[config.mk]
export PLATFORM = sky130hd
export DESIGN_NAME = http2_response_frame_tracker_unit
export DESIGN_NICKNAME = d
export VERILOG_FILES = /design/src/design/h2ft_pkg.sv /design/src/design/h2ft_fifo.sv /design/src/design/h2ft_front.sv /design/src/design/h2ft_back.sv /design/src/design/http2_response_frame_tracker_unit.sv
export SDC_FILE = /design/constraint.sdc
export NUM_CORES = 1
export LEC_CHECK = 0
export BUFFER_PORTS_ARGS = -buffer_cell sky130_fd_sc_hd__buf_2
export CORE_MARGIN = 8
export CORE_UTILIZATION = 57
export CTS_BUF_LIST = sky130_fd_sc_hd__clkbuf_4
export CTS_CLUSTER_DIAMETER = 120
export DETAILED_ROUTE_END_ITERATION = 10
export GPL_TIMING_DRIVEN = 0
export HOLD_SLACK_MARGIN = 0.1
export PLACE_DENSITY = 0.83
export RECOVER_POWER = 50
export SYNTH_ARGS = -nofsm -noshare
export SYNTH_HDL_FRONTEND = slang
export SYNTH_SLANG_ARGS = --single-unit
[constraint.sdc]
create_clock -name clk -period 5.8 [get_ports clk]
set_input_delay 0.87 -clock clk [delete_from_list [all_inputs] [get_ports clk]]
set_output_delay 0.87 -clock clk [all_outputs]
set_load 0.05 [all_outputs]
[src/design/h2ft_pkg.sv]
// ----------------------------------------------------------------------------
// h2ft_pkg: shared types and constants for the HTTP/2 response frame tracker
// Frame type codes, flag bits, verdict codes, register indexes and the
// records that travel between the front, the back and the queues.
// ----------------------------------------------------------------------------
package h2ft_pkg;

  localparam int LEN_W    = 24;
  localparam int TYPE_W   = 8;
  localparam int FLAGS_W  = 8;
  localparam int STREAM_W = 31;
  localparam int WORD_W   = 32;
  localparam int CFG_W    = 31;
  localparam int CFG_IDX_W = 1;

  localparam int DEFAULT_QUEUE_DEPTH = 2;

  localparam logic [STREAM_W-1:0] RESET_STREAM_ID  = 31'd1;
  localparam logic [LEN_W-1:0]    RESET_MAX_FRAME  = 24'd16384;
  localparam logic [WORD_W-1:0]   RESET_SEND_WIN   = 32'd65535;

  localparam int FLAG_END_STREAM  = 0;
  localparam int FLAG_END_HEADERS = 2;

  localparam logic [TYPE_W-1:0] TYPE_DATA          = 8'd0;
  localparam logic [TYPE_W-1:0] TYPE_HEADERS       = 8'd1;
  localparam logic [TYPE_W-1:0] TYPE_RST_STREAM    = 8'd3;
  localparam logic [TYPE_W-1:0] TYPE_PING          = 8'd6;
  localparam logic [TYPE_W-1:0] TYPE_GOAWAY        = 8'd7;
  localparam logic [TYPE_W-1:0] TYPE_WINDOW_UPDATE = 8'd8;
  localparam logic [TYPE_W-1:0] TYPE_CONTINUATION  = 8'd9;

  typedef enum logic [CFG_IDX_W-1:0] {
    REG_RESPONSE_STREAM_ID = 1'b0,
    REG_MAX_FRAME_SIZE     = 1'b1
  } reg_idx_t;

  typedef enum logic [2:0] {
    V_CONTINUE   = 3'd0,
    V_DONE       = 3'd1,
    V_IGNORED    = 3'd2,
    V_OVERSIZE   = 3'd3,
    V_GOAWAY     = 3'd4,
    V_DATA_EARLY = 3'd5,
    V_RESET      = 3'd6
  } verdict_t;

  // what the front decided about a frame
  typedef enum logic [3:0] {
    CLS_OVERSIZE,
    CLS_GOAWAY,
    CLS_PING_REQ,
    CLS_WIN_UPDATE,
    CLS_CONN_OTHER,
    CLS_OTHER_STREAM,
    CLS_BLOCK,
    CLS_DATA,
    CLS_RST,
    CLS_RESP_OTHER
  } frame_class_t;

  typedef struct packed {
    frame_class_t      cls;
    logic              es_flag;
    logic              eh_flag;
    logic [LEN_W-1:0]  len;
    logic [WORD_W-1:0] arg;   // window increment or reset code, zero if short
  } item_t;

  typedef struct packed {
    verdict_t          verdict;
    logic              ping_ack_needed;
    logic [LEN_W-1:0]  window_credit;
    logic              fragment_append;
    logic              block_complete;
    logic              block_is_trailer;
    logic [WORD_W-1:0] reset_code;
    logic [WORD_W-1:0] send_window;
  } result_t;

endpackage

[src/design/h2ft_fifo.sv]
// ----------------------------------------------------------------------------
// h2ft_fifo: small synchronous queue
// Register-based FIFO; push and pop may happen in the same cycle.
// ----------------------------------------------------------------------------
module h2ft_fifo #(
  parameter int WIDTH = 8,
  parameter int DEPTH = 2
) (
  input  logic             clk,
  input  logic             rst,
  input  logic             push,
  input  logic [WIDTH-1:0] push_data,
  output logic             full,
  input  logic             pop,
  output logic [WIDTH-1:0] pop_data,
  output logic             empty
);

  localparam int PTR_W = (DEPTH > 1) ? $clog2(DEPTH) : 1;
  localparam int CNT_W = $clog2(DEPTH + 1);
  localparam logic [PTR_W-1:0] LAST = PTR_W'(DEPTH - 1);
  localparam logic [CNT_W-1:0] FULL_CNT = CNT_W'(DEPTH);

  logic [WIDTH-1:0] mem [DEPTH];
  logic [PTR_W-1:0] wr_ptr;
  logic [PTR_W-1:0] rd_ptr;
  logic [CNT_W-1:0] count;
  logic             do_push;
  logic             do_pop;

  assign full     = (count == FULL_CNT);
  assign empty    = (count == '0);
  assign do_push  = push && !full;
  assign do_pop   = pop && !empty;
  assign pop_data = mem[rd_ptr];

  always_ff @(posedge clk) begin
    if (rst) begin
      wr_ptr <= '0;
      rd_ptr <= '0;
      count  <= '0;
    end else begin
      if (do_push) begin
        wr_ptr <= (wr_ptr == LAST) ? '0 : wr_ptr + 1'b1;
      end
      if (do_pop) begin
        rd_ptr <= (rd_ptr == LAST) ? '0 : rd_ptr + 1'b1;
      end
      if (do_push && !do_pop) begin
        count <= count + 1'b1;
      end else if (do_pop && !do_push) begin
        count <= count - 1'b1;
      end
    end
  end

  always_ff @(posedge clk) begin
    if (do_push) begin
      mem[wr_ptr] <= push_data;
    end
  end

endmodule

[src/design/h2ft_front.sv]
// ----------------------------------------------------------------------------
// h2ft_front: frame classifier
// Holds the configuration registers and sorts each frame header into a
// class for the back end, with its length and payload argument.
// ----------------------------------------------------------------------------
module h2ft_front (
  input  logic                          clk,
  input  logic                          rst,
  input  logic                          cfg_write,
  input  logic [h2ft_pkg::CFG_IDX_W-1:0] cfg_index,
  input  logic [h2ft_pkg::CFG_W-1:0]    cfg_data,
  input  logic [h2ft_pkg::LEN_W-1:0]    frame_length,
  input  logic [h2ft_pkg::TYPE_W-1:0]   frame_type,
  input  logic [h2ft_pkg::FLAGS_W-1:0]  frame_flags,
  input  logic [h2ft_pkg::STREAM_W-1:0] frame_stream,
  input  logic [h2ft_pkg::WORD_W-1:0]   payload_word,
  output h2ft_pkg::item_t               item,
  output logic                          track_clear
);
  import h2ft_pkg::*;

  logic [STREAM_W-1:0] response_stream_id;
  logic [LEN_W-1:0]    max_frame_size;
  logic                long_enough;

  assign track_clear = cfg_write && (reg_idx_t'(cfg_index) == REG_RESPONSE_STREAM_ID);

  always_ff @(posedge clk) begin
    if (rst) begin
      response_stream_id <= RESET_STREAM_ID;
      max_frame_size     <= RESET_MAX_FRAME;
    end else if (cfg_write) begin
      unique case (reg_idx_t'(cfg_index))
        REG_RESPONSE_STREAM_ID: response_stream_id <= cfg_data[STREAM_W-1:0];
        REG_MAX_FRAME_SIZE:     max_frame_size     <= cfg_data[LEN_W-1:0];
        default: ;
      endcase
    end
  end

  assign long_enough = (frame_length >= LEN_W'(4));

  always_comb begin
    item.es_flag = frame_flags[FLAG_END_STREAM];
    item.eh_flag = frame_flags[FLAG_END_HEADERS];
    item.len     = frame_length;
    item.arg     = '0;
    item.cls     = CLS_RESP_OTHER;
    if (frame_length > max_frame_size) begin
      item.cls = CLS_OVERSIZE;
    end else if (frame_stream == '0) begin
      if (frame_type == TYPE_GOAWAY) begin
        item.cls = CLS_GOAWAY;
      end else if (frame_type == TYPE_PING && !frame_flags[FLAG_END_STREAM]) begin
        item.cls = CLS_PING_REQ;
      end else if (frame_type == TYPE_WINDOW_UPDATE) begin
        // reserved top bit dropped; a short frame adds nothing
        item.cls = CLS_WIN_UPDATE;
        item.arg = long_enough ? {1'b0, payload_word[WORD_W-2:0]} : '0;
      end else begin
        item.cls = CLS_CONN_OTHER;
      end
    end else if (frame_stream != response_stream_id) begin
      item.cls = CLS_OTHER_STREAM;
    end else if (frame_type == TYPE_HEADERS || frame_type == TYPE_CONTINUATION) begin
      item.cls = CLS_BLOCK;
    end else if (frame_type == TYPE_DATA) begin
      item.cls = CLS_DATA;
    end else if (frame_type == TYPE_RST_STREAM) begin
      item.cls = CLS_RST;
      item.arg = long_enough ? payload_word : '0;
    end
  end

endmodule

[src/design/h2ft_back.sv]
// ----------------------------------------------------------------------------
// h2ft_back: response tracking engine
// Takes classified frames one per cycle while its input queue holds an item and
// the result queue has room, updates the header block flags and the connection
// send window, and builds the result item.
module h2ft_back (
  input  logic                clk,
  input  logic                rst,
  input  logic                track_clear,
  input  logic                in_empty,
  input  h2ft_pkg::item_t     in_item,
  output logic                in_pop,
  input  logic                out_full,
  output logic                out_push,
  output h2ft_pkg::result_t   out_result
);
  import h2ft_pkg::*;

  logic              collecting_block, collecting_block_next;
  logic              headers_seen, headers_seen_next;
  logic              trailer_block, trailer_block_next;
  logic              response_done, response_done_next;
  logic [WORD_W-1:0] conn_send_window, conn_send_window_next;
  logic              fire;

  assign fire     = !in_empty && !out_full;
  assign in_pop   = fire;
  assign out_push = fire;

  always_comb begin
    collecting_block_next = collecting_block;
    headers_seen_next     = headers_seen;
    trailer_block_next    = trailer_block;
    response_done_next    = response_done;
    conn_send_window_next = conn_send_window;
    out_result            = '0;
    out_result.verdict    = V_CONTINUE;

    case (in_item.cls)
      CLS_OVERSIZE:     out_result.verdict = V_OVERSIZE;
      CLS_GOAWAY:       out_result.verdict = V_GOAWAY;
      CLS_PING_REQ:     out_result.ping_ack_needed = 1'b1;
      CLS_WIN_UPDATE:   conn_send_window_next = conn_send_window + in_item.arg;
      CLS_CONN_OTHER:   ;
      CLS_OTHER_STREAM: out_result.verdict = V_IGNORED;
      default: begin
        if (response_done) begin
          out_result.verdict = V_IGNORED;
        end else begin
          case (in_item.cls)
            CLS_BLOCK: begin
              if (!collecting_block) begin
                collecting_block_next = 1'b1;
                if (headers_seen) begin
                  trailer_block_next = 1'b1;
                end
              end
              out_result.fragment_append = 1'b1;
              if (in_item.eh_flag) begin
                out_result.block_complete   = 1'b1;
                out_result.block_is_trailer = trailer_block_next;
                collecting_block_next       = 1'b0;
                if (trailer_block_next) begin
                  trailer_block_next = 1'b0;
                end else begin
                  headers_seen_next = 1'b1;
                end
                if (in_item.es_flag) begin
                  response_done_next = 1'b1;
                end
              end
              out_result.verdict = response_done_next ? V_DONE : V_CONTINUE;
            end
            CLS_DATA: begin
              if (!collecting_block && !headers_seen) begin
                out_result.verdict = V_DATA_EARLY;
              end else begin
                out_result.window_credit = in_item.len;
                response_done_next       = in_item.es_flag;
                out_result.verdict       = in_item.es_flag ? V_DONE : V_CONTINUE;
              end
            end
            CLS_RST: begin
              out_result.verdict    = V_RESET;
              out_result.reset_code = in_item.arg;
            end
            default: ;
          endcase
        end
      end
    endcase

    out_result.send_window = conn_send_window_next;
  end

  always_ff @(posedge clk) begin
    if (rst) begin
      collecting_block <= 1'b0;
      headers_seen     <= 1'b0;
      trailer_block    <= 1'b0;
      response_done    <= 1'b0;
      conn_send_window <= RESET_SEND_WIN;
    end else if (track_clear) begin
      // the user must make the register write only while idle, so no item is in flight; the block does not enforce it
      collecting_block <= 1'b0;
      headers_seen     <= 1'b0;
      trailer_block    <= 1'b0;
      response_done    <= 1'b0;
    end else if (fire) begin
      collecting_block <= collecting_block_next;
      headers_seen     <= headers_seen_next;
      trailer_block    <= trailer_block_next;
      response_done    <= response_done_next;
      conn_send_window <= conn_send_window_next;
    end
  end

endmodule

[src/design/http2_response_frame_tracker_unit.sv]
// ----------------------------------------------------------------------------
// http2_response_frame_tracker_unit: HTTP/2 response frame tracker
// Path: a frame is classified as it is pushed into the classifier queue; the engine
//   then pops it and pushes its result into the result queue, which drives the result ports.
// Throughput: one frame per cycle while the result queue is not full, set by the
//   engine's single flag update and window add per cycle.
// Reset: queues empty, tracking flags clear, send window 65535, registers
//   at their defaults (stream 1, max frame size 16384).
// ----------------------------------------------------------------------------
module http2_response_frame_tracker_unit #(
  parameter int QUEUE_DEPTH = h2ft_pkg::DEFAULT_QUEUE_DEPTH
) (
  input  logic                           clk,
  input  logic                           rst,
  input  logic                           cfg_write,
  input  logic [h2ft_pkg::CFG_IDX_W-1:0] cfg_index,
  input  logic [h2ft_pkg::CFG_W-1:0]     cfg_data,
  input  logic                           push,
  output logic                           full,
  input  logic [h2ft_pkg::LEN_W-1:0]     frame_length,
  input  logic [h2ft_pkg::TYPE_W-1:0]    frame_type,
  input  logic [h2ft_pkg::FLAGS_W-1:0]   frame_flags,
  input  logic [h2ft_pkg::STREAM_W-1:0]  frame_stream,
  input  logic [h2ft_pkg::WORD_W-1:0]    payload_word,
  output logic                           empty,
  input  logic                           pop,
  output logic [2:0]                     verdict,
  output logic                           ping_ack_needed,
  output logic [h2ft_pkg::LEN_W-1:0]     window_credit,
  output logic                           fragment_append,
  output logic                           block_complete,
  output logic                           block_is_trailer,
  output logic [h2ft_pkg::WORD_W-1:0]    reset_code,
  output logic [h2ft_pkg::WORD_W-1:0]    send_window
);
  import h2ft_pkg::*;

  item_t   front_item;
  item_t   mid_item;
  logic    track_clear;
  logic    mid_empty;
  logic    mid_pop;
  logic    out_full;
  logic    out_push;
  result_t back_result;
  result_t head_result;

  h2ft_front u_front (
    .clk          (clk),
    .rst          (rst),
    .cfg_write    (cfg_write),
    .cfg_index    (cfg_index),
    .cfg_data     (cfg_data),
    .frame_length (frame_length),
    .frame_type   (frame_type),
    .frame_flags  (frame_flags),
    .frame_stream (frame_stream),
    .payload_word (payload_word),
    .item         (front_item),
    .track_clear  (track_clear)
  );

  h2ft_fifo #(
    .WIDTH ($bits(item_t)),
    .DEPTH (QUEUE_DEPTH)
  ) u_mid_q (
    .clk       (clk),
    .rst       (rst),
    .push      (push),
    .push_data (front_item),
    .full      (full),
    .pop       (mid_pop),
    .pop_data  (mid_item),
    .empty     (mid_empty)
  );

  h2ft_back u_back (
    .clk         (clk),
    .rst         (rst),
    .track_clear (track_clear),
    .in_empty    (mid_empty),
    .in_item     (mid_item),
    .in_pop      (mid_pop),
    .out_full    (out_full),
    .out_push    (out_push),
    .out_result  (back_result)
  );

  h2ft_fifo #(
    .WIDTH ($bits(result_t)),
    .DEPTH (QUEUE_DEPTH)
  ) u_out_q (
    .clk       (clk),
    .rst       (rst),
    .push      (out_push),
    .push_data (back_result),
    .full      (out_full),
    .pop       (pop),
    .pop_data  (head_result),
    .empty     (empty)
  );

  assign verdict          = head_result.verdict;
  assign ping_ack_needed  = head_result.ping_ack_needed;
  assign window_credit    = head_result.window_credit;
  assign fragment_append  = head_result.fragment_append;
  assign block_complete   = head_result.block_complete;
  assign block_is_trailer = head_result.block_is_trailer;
  assign reset_code       = head_result.reset_code;
  assign send_window      = head_result.send_window;

endmodule
==> results summary, run 1 <==
The net count of the finished layout is between 2000 and 2500. In this run the mean area of a mapped cell was 12.4 um^2. The number of antenna violations at the first check in global routing came out at 8. The critical path launch point type is a flop. During I/O placement, the number of pins put on the boundary was about 240. met2 is the most crowded layer. Global routing finished with a remaining overflow of 0. In the finished design, the share of the clock period the worst path needs comes to 87.0%. Global routing consumed, over all layers together, 24.0% of the routing resources. The worst IR drop on VDD came out at 0.331 mV. The die footprint is 0.0392 mm^2. The critical setup path kind is reg -> reg. The starting density of the core came out at around 58%. The number of instances in the synthesized netlist came out at between 1500 and 2000. The run finished, with violations left. Measured against its own limit, the worst slew margin works out to -103%. Post-CTS timing repair inserted 0 buffers for setup. For this run, global-route usage on met1 was measured as 29.1%. The core region is ~0.033 mm^2. In this run, CTS created clock tree buffers numbering 103.

The number of standard-cell rows in the floorplan is 66. For this run, the register share of the synthesized area comes to 60.7%. The met2 usage in global routing is 40.8%.

The number of warnings issued by yosys came out at 0. The share of layout cells above drive strength 1 came out at between 20% and 30%. The via total after detailed routing came out at 13409.

The distinct cell type count after synthesis is 72. The via density per instance came out at 5.62. The tightest min-delay check is of the in -> reg type. The die span in y is around 200 um. The top cell type by total area after synthesis is sky130_fd_sc_hd__edfxtp_1. Buffers inserted to repair hold after CTS numbered 0. The slowest stage of the critical path belongs to the cell sky130_fd_sc_hd__clkbuf_1. The first global-routing pass estimated between 70 and 80 mm of wire. Summed over its instances, the top area cell type makes up 50.0% of the synthesized netlist area. The ratio of total power to cell area came out at ~530 mW/mm^2.

The number of global-route vias before repair is 13921. The clock-pin slew of the registers on the worst-case setup and hold paths came out at 0.07 ns. The CTS root buffer is sky130_fd_sc_hd__clkbuf_4. The final core area utilization is 67.4%. The minimum period implied by the final worst setup slack is 5.05 ns.

The critical path goes through buf_4 > clkbuf_1 > buf_2 > mux2i_1 > inv_1 > ha_1 > a21oi_1 > nor2_2 > o21ai_2 > o31ai_4 > o21ai_0 > nand2_1 > a311oi_1 > nor2_1 > xor2_1. The largest driver fanout on the critical path came out at 10. The number of hold violations in the final report was 0.

The insertion delay to the later sink of the worst-skew pair is 0.77 ns. The number of violations of the max-capacitance limit came out at 8. The number of failing setup endpoints in the final timing report came out at 0. The count of pins over their slew limit is ~290. At the end of routability-driven placement, the weighted congestion stood at 0.894. The area of the mapped netlist came out at roughly 0.019 mm^2. The checks that failed: capacitance limit, slew limit.

In the layout the commonest cells are sky130_fd_sc_hd__edfxtp_1 (314), sky130_fd_sc_hd__buf_2 (208), sky130_fd_sc_hd__nand2_1 (184). The quantity of gates resized following cts came out at 0. The total detailed-routing wirelength is 47.9 mm.

The total power came out at around 12 mW. The worst path buffer plus inverter count is 4. The first routing iteration left 878 violations.

TritonCTS built the clock tree. The area growth from synthesis to layout is 16.2%. The transition at the pin with the smallest max-transition slack came out at 3.04 ns. The fraction of synthesis flops using an asynchronous set or reset pin is 0%.

The post-detailed-route DRC marker count came out at 0. The library cell used most frequently in the layout, excluding fill and tap cells, is sky130_fd_sc_hd__edfxtp_1. Yosys attributes the largest share of cell area to sky130_fd_sc_hd__edfxtp_1 (50%), sky130_fd_sc_hd__dfxtp_1 (11%), sky130_fd_sc_hd__mux2_2 (8.3%). The pin count of the biggest net entering global routing came out at 61. The fmax came out at between 0.15 and 0.2 GHz.

The x dimension of the die came out at 198 um. The HPWL reported at the end of detailed placement is between 30 and 40 mm. The maximum level of the CTS H-tree is 3. Global routing used about 6.7% of the available met3 tracks. For this run, the leading register cell type out of synthesis is sky130_fd_sc_hd__edfxtp_1.

The number of nets in the synthesized netlist is 1716. The clock net in this run drives a total of 415 sinks. The data required time at the worst endpoint is ~6.3 ns. The number of nets still failing antenna checks after routing is 0.

The synthesized design contains 314 enable-type register cells. The standby leakage power came out at 8.38 nW. On the worst path, the slowest cell contributes a delay of 0.62 ns. The average wire per standard cell is 20.1 um. The data arrival time of the critical path came out at 5.54 ns. The detailed-router iteration count before antenna repair came out at 7.

The flip-flop and latch count after synthesis is 415. The number of buffers on the longest clock path came out at 3. The setup slack of the worst register-to-register path is approximately 0.75 ns. The worst-case clock skew is 0.0702 ns.

The port buffer count came out at 229. Setup repair after global routing left no endpoint under its margin. Broken down by cell family, the worst path's largest delay share belongs to compound AO/OA/AOI/OAI gates. The kind of end point of the critical path is a flop.
Yosys cell counts (all sizes together) (23+ instances only):
| cell type | instances |
|---|---|
| a21o | 23 |
| a21oi | 109 |
| and2 | 48 |
| clkbuf | 55 |
| dfxtp | 101 |
| edfxtp | 314 |
| ha | 57 |
| inv | 42 |
| mux2 | 140 |
| mux2i | 31 |
| nand2 | 184 |
| nor2 | 67 |
| nor2b | 40 |
| nor4 | 25 |
| o21ai | 52 |
| xor2 | 46 |
sequential cells by signal, indices dropped and copies added, names as in the netlist, 2 cells and up, named ones only:
name	count
u_back.conn_send_window	32
u_front.max_frame_size	24
u_front.response_stream_id	31
u_mid_q.count	2
u_mid_q.mem	124
u_out_q.count	2
u_out_q.mem	190
path summary, 6_finish.rpt:
check	startpoint	to	depth (start not counted)
setup reg to reg	flop	u_out_q.mem[0][31]	15
hold / removal	frame_flags[2]	u_mid_q.mem[0][56]	1
setup / recovery	flop	u_out_q.mem[0][31]	15
hold reg to reg	u_front.max_frame_size[1]	u_front.max_frame_size[1]	2
per-layer routing:
layer / part of all wire (%) / vias to the layer above
met1: 40 / 6421
met3: 8.3 / 100
li1: - / 6313
met2: 49 / 565
met4: 2.1 / 10
met5: 0.12 / -
final cells by class:
class | instances | area (um^2)
clock buffers | 151 | 1130
fillers | 2498 | 10600
repair buffers | 236 | 1140
diodes | 5 | 12.5
well taps | 442 | 553
clock inverters | 34 | 221
inverters | 43 | 161
plain buffers | 71 | 283
multi-input cells | 989 | 6970
flip-flops and latches | 415 | 11500
worst reg2reg max path: cells and delay by family (launching register included):
family          cells  cell delay [ns]
flops               1             0.31
mux                 1             0.58
xor+xnor            1             0.32
simple gates        3             0.30
fa+ha+maj           1             0.31
buf+inv             4             1.44
compound gates      5             1.53
cells by family after synthesis:
group	share of synthesized area, %
adder cells (fa/ha/maj)	3.89
XOR/XNOR	3.06
buffers and inverters	2.36
multiplexers	10.0
flip-flops	60.7
AO/OA/AOI/OAI	8.20
AND/OR/NAND/NOR	11.7
through the flow:
step           TNS (ns)  std cells  hold WS [ns]  setup slack, ns  area, um^2
2_1_floorplan         0       1518         0.436            0.750       18900
3_3_place_gp    -173.95       2189         0.446            -1.73       20600
3_5_place_dp          0       2196         0.447             1.21       20700
4_1_cts               0       2381         0.240             1.11       22100
5_1_grt               0       2383         0.255            0.490       21900
6_report              0       2386         0.293            0.751       21900
power by group:
part	switching, mW	total (mW)	internal (mW)
logic	3.37	4.81	1.44
clock network	1.16	2.49	1.33
registers	0.200	4.27	4.07
Power figures use the tool's default switching activity.
==> run 2, diff against run 1 <==
- ABC_AREA: default -> 1
- PLACE_DENSITY: 0.83 -> 0.82
==> run 2 against run 1 <==
Effect of this change:
- the flow still finishes with violations (capacitance limit, slew limit)
- combinational power up 31%
- register-to-register slack better by 0.74 ns
- synthesized cell count grew 37%
- worst hold slack worse by 0.018 ns
- critical path type is now reg -> out
- critical endpoint is now fragment_append
- largest power group unchanged
- highest routed layer unchanged
==> results summary, run 2 <==
The number of global-route vias before repair was 16085 (+16%). The most used flip-flop cell after synthesis is sky130_fd_sc_hd__edfxtp_1. The number of instances in the synthesized netlist came out at 2085 (+37%). The maximum cell stage delay along the critical path came out at 0.86 ns (+0.24 ns). The number of nets in the synthesized netlist came out at 2283 (+33%). The count of cells along the worst register-to-register path is 4 (-11). The area of the mapped netlist was 0.0201 mm^2 (+6.8%). The checks that failed: capacitance limit, slew limit. The distinct cell type count after synthesis was 48 (-33%).

The critical path is of the reg -> out type. The overall routing resource usage is 25.6% (+1.6 points). The data arrival time of the critical path is 3.58 ns (-1.96 ns).

The kind of end point of the critical path is an output port. TritonCTS built the clock tree. The average footprint of a synthesized cell came to 9.66 um^2 (-22%). The data required time at the worst endpoint is 4.93 ns (-1.36 ns). The critical path goes through clkbuf_1 > buf_1 > buf_2 > mux2_2 > buf_2. After synthesis, the cell types taking the most area are sky130_fd_sc_hd__edfxtp_1 (47%), sky130_fd_sc_hd__dfxtp_1 (10%), sky130_fd_sc_hd__nand2_1 (9.1%). The x dimension of the die is 204 um (+3.1%). The transition at the pin with the smallest max-transition slack is 1.92 ns (-1.12 ns). The signed area change from the synthesized netlist to the final layout came out at 15.2%.

The number of warnings issued by yosys is 0 (unchanged). The part of the cycle the worst path needs is 76.8% (-10 points). The largest registers in the layout are u_out_q.mem: 190 flops, u_mid_q.mem: 124 flops, u_back.conn_send_window: 32 flops. The critical path launch point type is a flop. The worst-case clock skew is 0.0827 ns (+0.0125 ns). The origin of the worst min-delay path is frame_flags[2]. The average wire per standard cell was 18.1 um (-9.6%).

The sequential area share after synthesis was 56.9% (-3.8 points). The minimum period implied by the final worst setup slack came out at 4.45 ns (-0.595 ns). The number of synthesized flops with an enable pin is 314 (unchanged). The core area was 0.0352 mm^2 (+8.3%). The run finished, with violations left. The routability-driven placement congestion ratio is 0.953 (+6.6%).

On the critical path the largest part of the delay comes from buffers and inverters. The quantity of gates resized following cts came out at 0 (unchanged). The fmax is 0.225 GHz (+13%). The number of inserted filler cells in the final layout came to 2793 (+12%). The number of flip-flops in the largest register is 190 (unchanged). The flip-flop and latch count after synthesis came out at 415 (unchanged). The setup slack of the worst register-to-register path came out at 1.49 ns (+0.74 ns). The sink of the worst hold path is u_mid_q.mem[0][56]. The number of buffers on the longest clock path came out at 3 (unchanged). The wire length of the first global-routing pass came out at 83.4 mm (+14%). The final core area utilization came to 65.9% (-1.5 points). The share of layout cells above drive strength 1 is 21.0% (-6.8 points). The ratio of total power to cell area is 570 mW/mm^2 (+8.1%). The total detailed-routing wirelength is 54.0 mm (+13%).

The port buffer count came out at 230 (+0.44%). The number of violations of the max-capacitance limit is 8 (unchanged). The HPWL reported at the end of detailed placement is 41.5 mm (+20%). The number of hold violations in the final report came to 0 (unchanged). The normalized max-slew margin is -28.1% (+75 points). The standby leakage power is 10.3 nW (+23%). The number of antenna violations at the first check in global routing came out at 11 (+3).

The area used by multi-input combinational logic is 0.00723 mm^2 (+3.8%). Leaving out fill and tap cells, the most frequent cell in the layout is sky130_fd_sc_hd__nand2_1. The count of routing violations after the opening detailed-route iteration came out at 995 (+13%).

The number of sinks handled by clock tree synthesis is 415 (unchanged). The reg-to-reg critical path endpoint is u_out_q.mem[1][4]. The largest driver fanout on the critical path came out at 10 (unchanged). The total I/O pin count was 237 (unchanged). The register area is 0.0115 mm^2 (unchanged). The buffers inserted during post-CTS setup optimization is 0 (unchanged).

The biggest area contributor in the post-synthesis netlist is sky130_fd_sc_hd__edfxtp_1. The clock-pin slew of the registers on the worst-case setup and hold paths is 0.07 ns (about the same). The hold buffer count at CTS is 0 (unchanged). By instance count, the leading cell after synthesis is sky130_fd_sc_hd__nand2_1. The die footprint came to 0.0416 mm^2 (+6.2%). The worst path buffer plus inverter count is 4 (unchanged).

The number of failing setup endpoints in the final timing report is 0 (unchanged). After synthesis, the most frequently instantiated cells are sky130_fd_sc_hd__nand2_1 (489), sky130_fd_sc_hd__edfxtp_1 (314), sky130_fd_sc_hd__inv_1 (282). The number of standard-cell rows in the floorplan came out at 69 (+4.5%). Leaving out fill and tap cells, the most frequent cells in the layout are sky130_fd_sc_hd__nand2_1 (490), sky130_fd_sc_hd__edfxtp_1 (314), sky130_fd_sc_hd__inv_1 (283). The class of the tightest hold or removal check is in -> reg. The total power was 13.2 mW (+14%). The top cell type's share of synthesized area was 46.8% (-3.2 points). The maximum level of the CTS H-tree is 3 (unchanged).

The via density per instance came out at 5.25 (-6.7%). The starting density of the core was 57.2% (-0.80 points). The via total after detailed routing is 15632 (+17%). The post-detailed-route DRC marker count was 0 (unchanged). The die span in y came out at 204 um (+3.1%). In this run the critical register-to-register path is launched from u_mid_q.count[0].

The root buffer cell chosen for the clock tree is sky130_fd_sc_hd__clkbuf_4. The pin count of the biggest net entering global routing is 33 (-46%). Setup repair after global routing left no endpoint under its margin. The number of nets at the end of the flow came out at 2625 (+28%). The number of nets still failing antenna checks after routing is 0 (unchanged). The worst IR drop on VDD is 0.468 mV (+41%).

The number of cells on the worst hold path came to 1 (unchanged). The total grt overflow is 0 (unchanged). More flip-flops sit in one register than any other, and that register is u_out_q.mem. The detailed-router iteration count before antenna repair was 6 (-1). The number of buffers added by the clock tree synthesis step is 100 (-2.9%).

The fraction of synthesis flops using an asynchronous set or reset pin came out at 0% (unchanged). The count of pins over their slew limit is 244 (-15%). Counting stages on the worst path, the most repeated cell is sky130_fd_sc_hd__buf_2. The largest individual stage delay along the critical path comes from the cell sky130_fd_sc_hd__buf_1. The insertion delay to the later sink of the worst-skew pair is 0.82 ns (+0.05 ns).
## run 2: cells by family (layout without fill, tap and decap cells)
group,Yosys count,count (layout),share of synthesized area (%)
XOR/XNOR,39,39,1.70
flip-flops,415,415,56.9
buffers and inverters,353,783,7.08
adder cells (fa/ha/maj),58,58,3.64
multiplexers,121,121,6.60
AND/OR/NAND/NOR,856,856,17.5
AO/OA/AOI/OAI,243,243,6.65
other,0,4,0
## run 2: worst max path at each step
stage                      from                 end  slack (ns)  cells past startpoint
6_report                   flop     fragment_append        1.35                      5
3_5_place_dp               flop          verdict[1]        2.14                      5
2_1_floorplan  u_mid_q.count[0]   u_out_q.mem[1][0]        0.72                      2
3_3_place_gp   u_out_q.count[0]  u_out_q.mem[1][13]       -1.51                      2
4_1_cts                    flop     fragment_append        1.30                      5
5_1_grt        u_mid_q.count[0]  u_out_q.mem[1][11]        1.15                      4
## run 2: worst register-to-register path: stages, from the launching register on
cell and delay (ns):
sky130_fd_sc_hd__dfxtp_1 0.41, sky130_fd_sc_hd__o22ai_1 0.25, sky130_fd_sc_hd__nor2_1 0.55, sky130_fd_sc_hd__clkbuf_1 1.34
sky130_fd_sc_hd__clkbuf_1 1.36
## run 2: report_power, final
group          switching (mW)  total [mW]  internal, mW
Combinational            4.54        6.31          1.77
Sequential              0.261        4.47          4.21
Clock                    1.20        2.46          1.26
## run 2: stage by stage
stage | hold WS, ns | setup slack [ns] | cell area (um^2) | std cells | TNS (ns)
floorplan | 0.426 | 0.717 | 20100 | 2085 | 0
global route | 0.241 | 1.15 | 23200 | 2978 | 0
detailed placement | 0.449 | 2.14 | 22100 | 2786 | 0
finish | 0.276 | 1.35 | 23200 | 2980 | 0
global placement | 0.436 | -1.51 | 21900 | 2776 | -282.20
CTS | 0.217 | 1.30 | 23400 | 2976 | 0
## run 2: final cells by class
class	instances	share of cell area, %
well taps	461	2.49
multi-input cells	1317	31.2
clock inverters	44	1.09
diodes	4	0.0431
clock buffers	146	4.72
flip-flops and latches	415	49.3
repair buffers	240	5.12
inverters	288	4.67
plain buffers	65	1.38
## run 2: per-layer routing
metal,track usage (%),vias to the layer above,wire (um)
met4,11.4,14,1810
li1,-,7639,-
met1,29.4,7278,21300
met2,44.6,577,26700
met5,0,-,82
met3,6.63,124,4230
